[src/rtl/bnms_pkg.sv]
`timescale 1ns / 1ps
// ---------------------------------------------------------------------------
// bnms_pkg
// Shared constants and types of the box non-maximum suppression block.
// ---------------------------------------------------------------------------
package bnms_pkg;

	localparam int MAX_BOXES = 64;
	localparam int IDX_W     = $clog2(MAX_BOXES);
	localparam int CNT_W     = $clog2(MAX_BOXES + 1);
	localparam int THR_W     = 17;
	localparam int CFG_W     = 17;
	localparam int CFG_IDX_W = 2;

	localparam logic [THR_W-1:0]  THR_RESET     = 17'd32768;
	localparam logic signed [15:0] DISCARD_RESET = -16'sd7066;

	typedef enum logic [CFG_IDX_W-1:0] {
		CFG_THRESHOLD = 2'd0,
		CFG_SOFT      = 2'd1,
		CFG_DISCARD   = 2'd2
	} cfg_reg_t;

	typedef struct packed {
		logic signed [15:0] score;
		logic signed [15:0] left;
		logic signed [15:0] top;
		logic signed [15:0] right;
		logic signed [15:0] bottom;
		logic [23:0]        tag;
		logic               final_box;
	} box_in_t;

	typedef struct packed {
		logic signed [15:0] kept_score;
		logic signed [15:0] kept_left;
		logic signed [15:0] kept_top;
		logic signed [15:0] kept_right;
		logic signed [15:0] kept_bottom;
		logic [23:0]        kept_tag;
		logic               end_of_set;
	} kept_t;

	typedef struct packed {
		logic signed [15:0] score;
		logic signed [15:0] left;
		logic signed [15:0] top;
		logic signed [15:0] right;
		logic signed [15:0] bottom;
		logic [23:0]        tag;
	} box_t;

	typedef struct packed {
		logic             alive;
		logic [IDX_W-1:0] idx;
		box_t             box;
	} cell_t;

	typedef struct packed {
		logic               over;
		logic signed [15:0] new_score;
	} pair_res_t;

endpackage

[src/rtl/bnms_cell.sv]
`timescale 1ns / 1ps
// ---------------------------------------------------------------------------
// bnms_cell
// One ring cell: holds a box, its load index and its alive flag.
// ---------------------------------------------------------------------------
module bnms_cell (
	input  logic            clk,
	input  logic            arst_n,
	input  logic            load_en,
	input  bnms_pkg::cell_t load_data,
	input  logic            shift_en,
	input  bnms_pkg::cell_t shift_data,
	input  logic            clear,
	output bnms_pkg::cell_t contents
);

	logic                       alive_q;
	logic [bnms_pkg::IDX_W-1:0] idx_q;
	bnms_pkg::box_t             box_q;

	always_ff @(posedge clk or negedge arst_n) begin
		if (!arst_n) begin
			alive_q <= 1'b0;
		end else if (clear) begin
			alive_q <= 1'b0;
		end else if (load_en) begin
			alive_q <= load_data.alive;
		end else if (shift_en) begin
			alive_q <= shift_data.alive;
		end
	end

	always_ff @(posedge clk) begin
		if (load_en) begin
			idx_q <= load_data.idx;
			box_q <= load_data.box;
		end else if (shift_en) begin
			idx_q <= shift_data.idx;
			box_q <= shift_data.box;
		end
	end

	assign contents.alive = alive_q;
	assign contents.idx   = idx_q;
	assign contents.box   = box_q;

endmodule

[config.mk]
export PLATFORM = sky130hd
export DESIGN_NAME = bnms_cell
export DESIGN_NICKNAME = d
export VERILOG_FILES = /design/src/rtl/bnms_pkg.sv /design/src/rtl/bnms_cell.sv
export SDC_FILE = /design/constraint.sdc
export NUM_CORES = 1
export LEC_CHECK = 0
export ABC_AREA = 1
export BUFFER_PORTS_ARGS = -buffer_cell sky130_fd_sc_hd__buf_4
export CAP_MARGIN = 20
export CORE_AREA = 8 8 123 125
export CTS_CLUSTER_SIZE = 30
export DETAILED_ROUTE_END_ITERATION = 12
export DIE_AREA = 0 0 131 133
export PLACE_DENSITY = 0.79
export SKIP_LAST_GASP = 1
export SYNTH_ARGS = -nofsm -noshare
export SYNTH_HDL_FRONTEND = slang
export SYNTH_SLANG_ARGS = --single-unit
[constraint.sdc]
create_clock -name clk -period 0.8 [get_ports clk]
set_input_delay 0.16 -clock clk [delete_from_list [all_inputs] [get_ports clk]]
set_output_delay 0.16 -clock clk [all_outputs]
set_load 0.03 [all_outputs]
==> results.md <==
- DR vias/cell: 4.43
- Die Y-Extent: 133 um
- Post-Syn Area: 4730 um^2
- Pin count of the biggest net entering global routing: 60
- Antenna Cells: 0
- FF+latch count, synth: 111
- Cell Chain, Critical Path: buf_6
- Critical path capture point type: output pin
- HPWL Detailed: 13300 um
- Root buffer cell: clkbuf_16
- Fraction of layout cells with a size suffix above 1: 45.0%
- RSZ-0062 raised after global routing: yes
- Hold WC Path Type: primary input to flop
- Outcome: complete, but fails checks
- Buf+Inv Stages, Crit Path: 1
- DR WL/cell: 17.1 um
- Leading cell type in the layout, fill and taps excluded: nand2_1
- Starting Density: 36.1%
- Max Cap Viol: 0
- Worst-margin pin slew: 0.258 ns
- Mapped Nets: 703
- Final Util: 63.7%
- Slowest cell on crit path: edfxtp_1
- First drt pass iteration count: 7
- Vias in the first global route: 4510
- Power Density: 1990 nW/um^2
- Critical path's largest stage delay: 0.43 ns
- Global-route wire length before repair: 24800 um
- Mapped Avg Cell Area: 9.93 um^2
- Most frequent cells in the layout: nand2_1 (334), buf_4 (239), buf_6 (111)
- Detail Route Antenna Nets: 0
- Failing checks: negative setup slack
- Total placed cells including tap cells: 982
- Drt drc: 0
- Initial DRC Count: 209
- Critical path launch point: contents[86]
- Antenna violations before repair: 0
- Critical Path AT: 0.94 ns
- Clock Skew: 0 ns
- CTS tree: built
- Crit path max fanout: 1
- Final Non-Filler Cells: 998
- Register area share after synthesis: 70.4%
- Grt total ovfl: 0
- Synth unique cells: 10
- Die Footprint: 17400 um^2
- VDD IR max: 1.31 mV
- Fin. max-slew vios: 0
- Post-Syn Instances: 476
- Final setup violation count: 111
- P_leak: 4.18 nW
- Final WS setup: -0.296 ns
- Clock Sinks: 111
- CTS Buffer Depth: 2
- Period utilization: 137%
- DR vias: 4424
- YS warnings: 0
- GRT Total Usage: 18.9%
- Post-layout minimum cycle time: 1.10 ns
- Hold wc startpoint: shift_data[51]
- Max H-tree Level: 3
- I/O pin count: 338
- Final Hold Fails: 0
- Design area: 8330 um^2
- Worst-path clk slew: 0.07 ns
- Max Clk Rate: 912 MHz
- Crit Path Category: flop to output pin
- Worst slew margin relative to its limit: 82.8%
- Routability cong.: 0.812
- IO Port Bufs: 337
- Area Overhead vs Synth: 76.2%
- CORE AREA: 13100 um^2
- Die X: 131 um
- Startpoint types: flop
- Reg2reg start: alive_q
- WP data required: 0.64 ns
- Post-Route WL: 17100 um
- CP top delay family: flip-flops
- Placement row count: 42
- Number of fill cells in the layout: 1010
- Clk Latency, worst-skew pair: 0.34 ns
- Cell Area, Placed: 7600 um^2
- # nets final: 1046
- Cts bufs inserted: 9
- TNS Setup: -26.23 ns
==> stage by stage <==
stage | setup WS [ns] | power [W] | hold WS, ns
CTS | -0.310 | 0.0167 | 0.0657
finish | -0.296 | 0.0165 | 0.0799
floorplan | -0.335 | 0.00943 | -0.136
global route | -0.313 | 0.0172 | 0.0704
global placement | -0.279 | 0.0115 | -0.0550
detailed placement | -0.294 | 0.0116 | -0.0539
==> final cells by class <==
type / instances / area [um^2] / share of cell area [%]
multi-input combinational: 337 / 1280 / 15.4
clock inverter: 3 / 68.8 / 0.826
timing repair buffer: 357 / 3170 / 38.1
inverter: 3 / 23.8 / 0.285
sequential: 111 / 3330 / 39.9
tap: 176 / 220 / 2.64
clock buffer: 11 / 233 / 2.79
==> state kept, by name, summed over array words and instances, names as in the netlist <==
| register | count |
|---|---|
| contents | 104 |
| idx_q | 6 |
| alive_q | 1 |
==> kinds of logic after synthesis <==
group | synth area share (%)
buffers and inverters | 2.78
and+or+nand+nor | 26.8
DFF | 70.4
==> power by group <==
part           switching [W]  internal, W  leakage [nW]
combinational        0.00235      0.00212          2.89
clock                0.00189      0.00273         0.146
sequential          0.000307      0.00715          1.15
total                0.00455       0.0120          4.18
==> metal layers <==
layer	part of all wire (%)	wire length, um	vias up	track usage, %
li1	-	-	2209	-
met1	34	5880	1976	19.4
met2	53	9050	222	34.4
met3	11	1820	17	6.59
met4	1.8	299	0	6.25
met5	0	0	-	0
==> cells in the mapped netlist (all sizes together) <==
| master | instances | area [um^2] |
|---|---|---|
| edfxtp | 110 | 3300 |
| buf | 19 | 97.6 |
| nand2 | 335 | 1260 |
| clkbuf | 6 | 22.5 |
| inv | 3 | 11.3 |
| nand4 | 1 | 6.26 |
| dfrtp | 1 | 25.0 |
| nand3 | 1 | 5.00 |
==> path summary, 6_finish.rpt <==
check / endpoint / slack, ns / depth (start not counted)
worst max register to register: alive_q / 0.03 / 3
worst max-delay path: contents[86] / -0.30 / 1
min in group asynchronous: alive_q / 0.14 / 2
worst min-delay path: contents[51] / 0.08 / 3
max in group asynchronous: alive_q / 0.57 / 2
worst min register to register: alive_q / 0.67 / 3
==> what timing repair did <==
item,in CTS,in global routing
endpoints found under the hold margin,1,0
hold buffers,1,0
setup endpoints to repair,111,111
gates resized for setup,111,0
setup buffers,1,0
No activity file was read; power rests on OpenSTA's default activity.
