File: config.mk
export PLATFORM = sky130hd
export DESIGN_NAME = bnms_pair
export DESIGN_NICKNAME = d
export VERILOG_FILES = /design/src/rtl/bnms_pkg.sv /design/src/rtl/bnms_pair.sv
export SDC_FILE = /design/constraint.sdc
export NUM_CORES = 2
export LEC_CHECK = 0
export ABC_AREA = 1
export BUFFER_PORTS_ARGS = -buffer_cell sky130_fd_sc_hd__buf_2
export CAP_MARGIN = 20
export CORE_AREA = 2 2 345 347
export CTS_CLUSTER_DIAMETER = 120
export DETAILED_ROUTE_END_ITERATION = 8
export DIE_AREA = 0 0 347 349
export HOLD_SLACK_MARGIN = 0.1
export PLACE_DENSITY = 0.89
export SYNTH_ARGS = -nofsm -noshare
export SYNTH_HDL_FRONTEND = slang
export SYNTH_SLANG_ARGS = --single-unit
File: constraint.sdc
create_clock -name clk -period 7.45 [get_ports clk]
set_input_delay 0.3725 -clock clk [delete_from_list [all_inputs] [get_ports clk]]
set_output_delay 0.3725 -clock clk [all_outputs]
set_load 0.005 [all_outputs]
File: src/rtl/bnms_pkg.sv
`timescale 1ns / 1ps
// ---------------------------------------------------------------------------
// bnms_pkg
// Shared constants and types of the box non-maximum suppression block.
// ---------------------------------------------------------------------------
package bnms_pkg;

	localparam int MAX_BOXES = 64;
	localparam int IDX_W     = $clog2(MAX_BOXES);
	localparam int CNT_W     = $clog2(MAX_BOXES + 1);
	localparam int THR_W     = 17;
	localparam int CFG_W     = 17;
	localparam int CFG_IDX_W = 2;

	localparam logic [THR_W-1:0]  THR_RESET     = 17'd32768;
	localparam logic signed [15:0] DISCARD_RESET = -16'sd7066;

	typedef enum logic [CFG_IDX_W-1:0] {
		CFG_THRESHOLD = 2'd0,
		CFG_SOFT      = 2'd1,
		CFG_DISCARD   = 2'd2
	} cfg_reg_t;

	typedef struct packed {
		logic signed [15:0] score;
		logic signed [15:0] left;
		logic signed [15:0] top;
		logic signed [15:0] right;
		logic signed [15:0] bottom;
		logic [23:0]        tag;
		logic               final_box;
	} box_in_t;

	typedef struct packed {
		logic signed [15:0] kept_score;
		logic signed [15:0] kept_left;
		logic signed [15:0] kept_top;
		logic signed [15:0] kept_right;
		logic signed [15:0] kept_bottom;
		logic [23:0]        kept_tag;
		logic               end_of_set;
	} kept_t;

	typedef struct packed {
		logic signed [15:0] score;
		logic signed [15:0] left;
		logic signed [15:0] top;
		logic signed [15:0] right;
		logic signed [15:0] bottom;
		logic [23:0]        tag;
	} box_t;

	typedef struct packed {
		logic             alive;
		logic [IDX_W-1:0] idx;
		box_t             box;
	} cell_t;

	typedef struct packed {
		logic               over;
		logic signed [15:0] new_score;
	} pair_res_t;

endpackage

File: src/rtl/bnms_pair.sv
`timescale 1ns / 1ps
// ---------------------------------------------------------------------------
// bnms_pair
// Pair unit: IoU of two boxes by bit-serial division, then the threshold
// test or the Gaussian log-domain penalty on the second box's score.
// ---------------------------------------------------------------------------
module bnms_pair (
	input  logic                       clk,
	input  logic                       arst_n,
	input  logic                       start,
	input  bnms_pkg::box_t             a,
	input  bnms_pkg::box_t             b,
	input  logic [bnms_pkg::THR_W-1:0] thr,
	input  logic                       soft_en,
	output logic                       done,
	output bnms_pkg::pair_res_t        res
);

	typedef enum logic [2:0] {
		P_IDLE, P_MUL, P_UNI, P_DIVI, P_POST, P_SQ, P_DIVP, P_FIN
	} pstate_t;

	pstate_t            state_q;
	logic [15:0]        dx_q, dy_q;
	logic signed [16:0] wa_q, ha_q, wb_q, hb_q;
	logic signed [15:0] sb_q;
	logic [31:0]        inter_q;
	logic signed [33:0] area_a_q, area_b_q;
	logic [47:0]        rem_q;
	logic [51:0]        dvs_q;
	logic [26:0]        quo_q;
	logic [4:0]         cnt_q;
	logic [32:0]        sq_q;

	logic signed [15:0] x0m, y0m, x1m, y1m;
	logic signed [16:0] dx_w, dy_w;
	logic signed [35:0] inter_x, uni_c;
	logic               ge;
	logic [16:0]        iou;
	logic signed [28:0] diff;

	always_comb begin
		x0m     = (a.left > b.left) ? a.left : b.left;
		y0m     = (a.top > b.top) ? a.top : b.top;
		x1m     = (a.right < b.right) ? a.right : b.right;
		y1m     = (a.bottom < b.bottom) ? a.bottom : b.bottom;
		dx_w    = $signed({x1m[15], x1m}) - $signed({x0m[15], x0m});
		dy_w    = $signed({y1m[15], y1m}) - $signed({y0m[15], y0m});
		inter_x = $signed({4'b0, inter_q});
		uni_c   = 36'(area_a_q) + 36'(area_b_q) - inter_x;
		ge      = {4'b0, rem_q} >= dvs_q;
		iou     = quo_q[16:0];
		diff    = 29'(sb_q) - $signed({2'b0, quo_q});
	end

	always_ff @(posedge clk or negedge arst_n) begin
		if (!arst_n) begin
			state_q <= P_IDLE;
			done    <= 1'b0;
		end else begin
			done <= 1'b0;
			unique case (state_q)
				P_IDLE: begin
					if (start) begin
						dx_q    <= dx_w[16] ? 16'd0 : dx_w[15:0];
						dy_q    <= dy_w[16] ? 16'd0 : dy_w[15:0];
						wa_q    <= $signed({a.right[15], a.right}) - $signed({a.left[15], a.left});
						ha_q    <= $signed({a.bottom[15], a.bottom}) - $signed({a.top[15], a.top});
						wb_q    <= $signed({b.right[15], b.right}) - $signed({b.left[15], b.left});
						hb_q    <= $signed({b.bottom[15], b.bottom}) - $signed({b.top[15], b.top});
						sb_q    <= b.score;
						state_q <= P_MUL;
					end
				end
				P_MUL: begin
					inter_q  <= 32'(dx_q) * 32'(dy_q);
					area_a_q <= 34'(wa_q) * 34'(ha_q);
					area_b_q <= 34'(wb_q) * 34'(hb_q);
					state_q  <= P_UNI;
				end
				P_UNI: begin
					quo_q <= '0;
					if (inter_q == 32'd0 || uni_c[35] || uni_c == 36'sd0) begin
						state_q <= P_POST;
					end else begin
						rem_q   <= {inter_q, 16'b0};
						dvs_q   <= {uni_c, 16'b0};
						cnt_q   <= 5'd16;
						state_q <= P_DIVI;
					end
				end
				P_DIVI: begin
					if (ge) begin
						rem_q <= rem_q - dvs_q[47:0];
					end
					quo_q <= {quo_q[25:0], ge};
					dvs_q <= dvs_q >> 1;
					cnt_q <= cnt_q - 5'd1;
					if (cnt_q == 5'd0) begin
						state_q <= P_POST;
					end
				end
				P_POST: begin
					if (soft_en) begin
						sq_q    <= 33'(iou) * 33'(iou);
						state_q <= P_SQ;
					end else begin
						res.over      <= iou > thr;
						res.new_score <= sb_q;
						done          <= 1'b1;
						state_q       <= P_IDLE;
					end
				end
				P_SQ: begin
					rem_q   <= {15'b0, sq_q};
					dvs_q   <= {3'b0, thr, 32'b0};
					quo_q   <= '0;
					cnt_q   <= 5'd26;
					state_q <= P_DIVP;
				end
				P_DIVP: begin
					if (ge) begin
						rem_q <= rem_q - dvs_q[47:0];
					end
					quo_q <= {quo_q[25:0], ge};
					dvs_q <= dvs_q >> 1;
					cnt_q <= cnt_q - 5'd1;
					if (cnt_q == 5'd0) begin
						state_q <= P_FIN;
					end
				end
				P_FIN: begin
					res.over      <= 1'b0;
					res.new_score <= (diff < -29'sd32768) ? -16'sd32768 : diff[15:0];
					done          <= 1'b1;
					state_q       <= P_IDLE;
				end
				default: state_q <= P_IDLE;
			endcase
		end
	end

endmodule

==> results.md <==
- Commonest cells in the netlist: inv_1 (2412), nand2_1 (1902), fa_1 (1016), ha_1 (671), a21oi_1 (410)
- Crit end category: register
- Initial antenna violation count: 16
- Clk buf depth: 3
- Fmax: about 150 MHz
- TritonCTS buffer count: 46
- Critical R2R Launch: hb_q[2]$_DFFE_PP_
- DP Wirelength: between 150 and 200 mm
- Vias per cell: 5.57
- First-pass GRT wire length: approximately 300 mm
- Mapped cell area: 68700 µm²
- Avg Cell Area, Syn: 8.02 µm²
- Asr flop ratio synth: 0.998%
- Detail Route Antenna Nets: 0
- Die Wd: 347 µm
- Yosys reg bits: 401
- Post-synth cell types: 61
- Clock sink count: 401
- Max Cap Viol: 0
- Crit path max fanout: 17
- Vias in the first global route: between 50000 and 60000
- Clock Skew: 0.0407 ns
- Final min period: 6.87 ns
- Top cell type's share of synthesized area: 29.6%
- Routability Congestion: around 1.0
- FP Rows: 126
- Critical Path RT: 7.80 ns
- Unrepaired setup endpoints after global routing: false
- Fin nets: 10493
- Most frequent cell on the critical path: fa_1
- Final worst path period share: about 90%
- IO Port Bufs: 182
- Worst R2R Path Depth: 19
- Crit. Startpoint: hb_q[2]$_DFFE_PP_
- CP peak stage delay: about 0.90 ns
- CTS H-Tree Depth: 2
- Clock Pin Slew Worst Setup and Hold Paths: 0.06 ns
- Status: completed
- Area leader, netlist: fa_1
- Final Instance Count excl. Fillers: approximately 10000
- GRT Resource Usage Total: 31.7%
- Register area share after synthesis: 17.5%
- Fillers: 9358
- Ports: around 250
- Crit Reg-Reg Endpoint: area_b_q[33]$_DFFE_PP_
- DR vias: 56500
- Top-count cell post-synth: inv_1
- Gate Count Post-Synth: 8570
- Die ar.: approximately 120000 µm²
- Setup Buffers After CTS: 0
- Rel. slew slack: 28.4%
- Final setup fails: 0
- DRC Markers: 0
- Post-Syn Nets: 10486
- Startpoint types: register
- Grt total ovfl: 0
- Root buf cell: clkbuf_16
- Setup_tns: 0 ns
- Worst Setup EP: area_b_q[33]$_DFFE_PP_
- Final hold vios: 0
- Die Height: 349 µm
- Pre-antenna DRT Iters: 9
- Iter 0 DRT Violations: 5101
- Worst Tran Pin Value: 1.07 ns
- TritonCTS clock tree: done
- Drt total wl: 189 mm
- Synth warnings: 0
- Critical Path AT: 7.22 ns
- Synth area leaders: fa_1 (30%), edfxtp_1 (17%), inv_1 (13%), ha_1 (12%), nand2_1 (10%)
- Post-Route Utilization: 61.7%
- Reg-to-reg setup timing slack: 0.58 ns
- Final slew viol count: 0
- Initial Utilization: approximately three fifths
- Largest net degree at the start of global routing: between 70 and 80
- Crit path max-delay cell type: edfxtp_1
- Area growth, synth to finish: 5.48%
- Core area: around 120000 µm²
- Worst skew pair latency: 0.65 ns
- Proportion of layout cells with a drive suffix above 1: 3.98%
- PostCTS Resize Cnt: 0
- Critical path type: reg -> reg
- Hold-fix buffers, CTS: 19
- Hold crit path type: in -> reg
- Dpl cells: 10045
- Routed length per instance: 18.6 µm
- Number of synthesized flops with an enable pin: 397
- Main synth FF type: edfxtp_1
- Worst path cell trace: nand2_1, inv_1, fa_1, fa_1, fa_1, inv_1, fa_1, inv_1, fa_1, inv_1, fa_1, inv_1, ha_1, a21oi_1, o21bai_1, a221oi_1, o21ai_0, a21oi_1, xor2_1
[stage by stage]
| stage | setup WS, ns | hold slack (ns) | area (µm²) |
|---|---|---|---|
| after floorplan | 1.29 | 0.0769 | 68700 |
| after global placement | 0.861 | 0.212 | 70800 |
| after detailed placement | 0.672 | 0.213 | 70800 |
| after CTS | 0.632 | 0.122 | 72500 |
| after global routing | 0.283 | 0.128 | 72500 |
| final | 0.577 | 0.145 | 72500 |
[cells by family after synthesis]
logic type	after synthesis	share of synthesized area (%)
flip-flops	401	17.5
AO/OA/AOI/OAI	945	7.77
adder cells (fa/ha/maj)	1687	41.8
AND/OR/NAND/NOR	2591	15.0
buffers and inverters	2693	14.7
XOR/XNOR	253	3.22
[worst min-delay path by stage]
stage,start,endpoint,depth (start not counted)
global placement,arst_n,done$_DFF_PN0_,1
detailed placement,arst_n,done$_DFF_PN0_,1
global route,thr[15],dvs_q[47]$_DFFE_PP_,3
floorplan,arst_n,done$_DFF_PN0_,0
CTS,thr[15],dvs_q[47]$_DFFE_PP_,3
finish,thr[15],dvs_q[47]$_DFFE_PP_,3
[area by class of cell]
type	count	area, µm²	area share, %
diodes	4	10.0	0.0138
clock buffers	56	1190	1.64
clock inverters	27	277	0.381
inverters	2417	9070	12.5
multi-input cells	5476	46600	64.3
flip-flops and latches	401	12000	16.6
well taps	1536	1920	2.65
repair buffers	235	1370	1.89
[placed cells by master, fill, tap and decap left out, types with 31 or more instances in the layout]
master     count
inv_1       2411
nand2_1     1902
fa_1        1016
ha_1         671
a21oi_1      410
edfxtp_1     397
nor2_1       382
o21ai_0      264
buf_2        182
xor2_1       147
nand3_1      132
xnor2_1      106
clkbuf_16     47
nand4_1       42
nor3_1        38
a31oi_1       35
buf_4         33
o21ai_1       31
[state kept, by name, indices dropped and copies added, names as in the netlist]
name	cells
dvs_q	52
rem_q	48
area_a_q	34
area_b_q	34
inter_q	32
sq_q	32
quo_q	27
ha_q	17
hb_q	17
res	17
wa_q	17
wb_q	17
dx_q	16
dy_q	16
sb_q	16
cnt_q	5
state_q	3
done	1
[critical path: cells and delay by family, from the launching register on]
family,cells,cell delay (ns)
fa+ha+maj,7,3.82
buf+inv,5,0.42
simple gates,1,0.21
compound gates,5,1.16
xor+xnor,1,0.08
flops,1,0.90
[metal layers]
layer / part of all wire, % / GRT usage, % / vias up
li1: - / - / 25727
met5: 0.047 / 0 / -
met4: 6.5 / 18.2 / 16
met1: 37 / 38.0 / 27174
met2: 47 / 53.0 / 2833
met3: 9.5 / 6.65 / 750
Power is left out: the tool's default activity adds up to more than one toggle a clock period on the data nets, which glitch-free logic cannot reach.
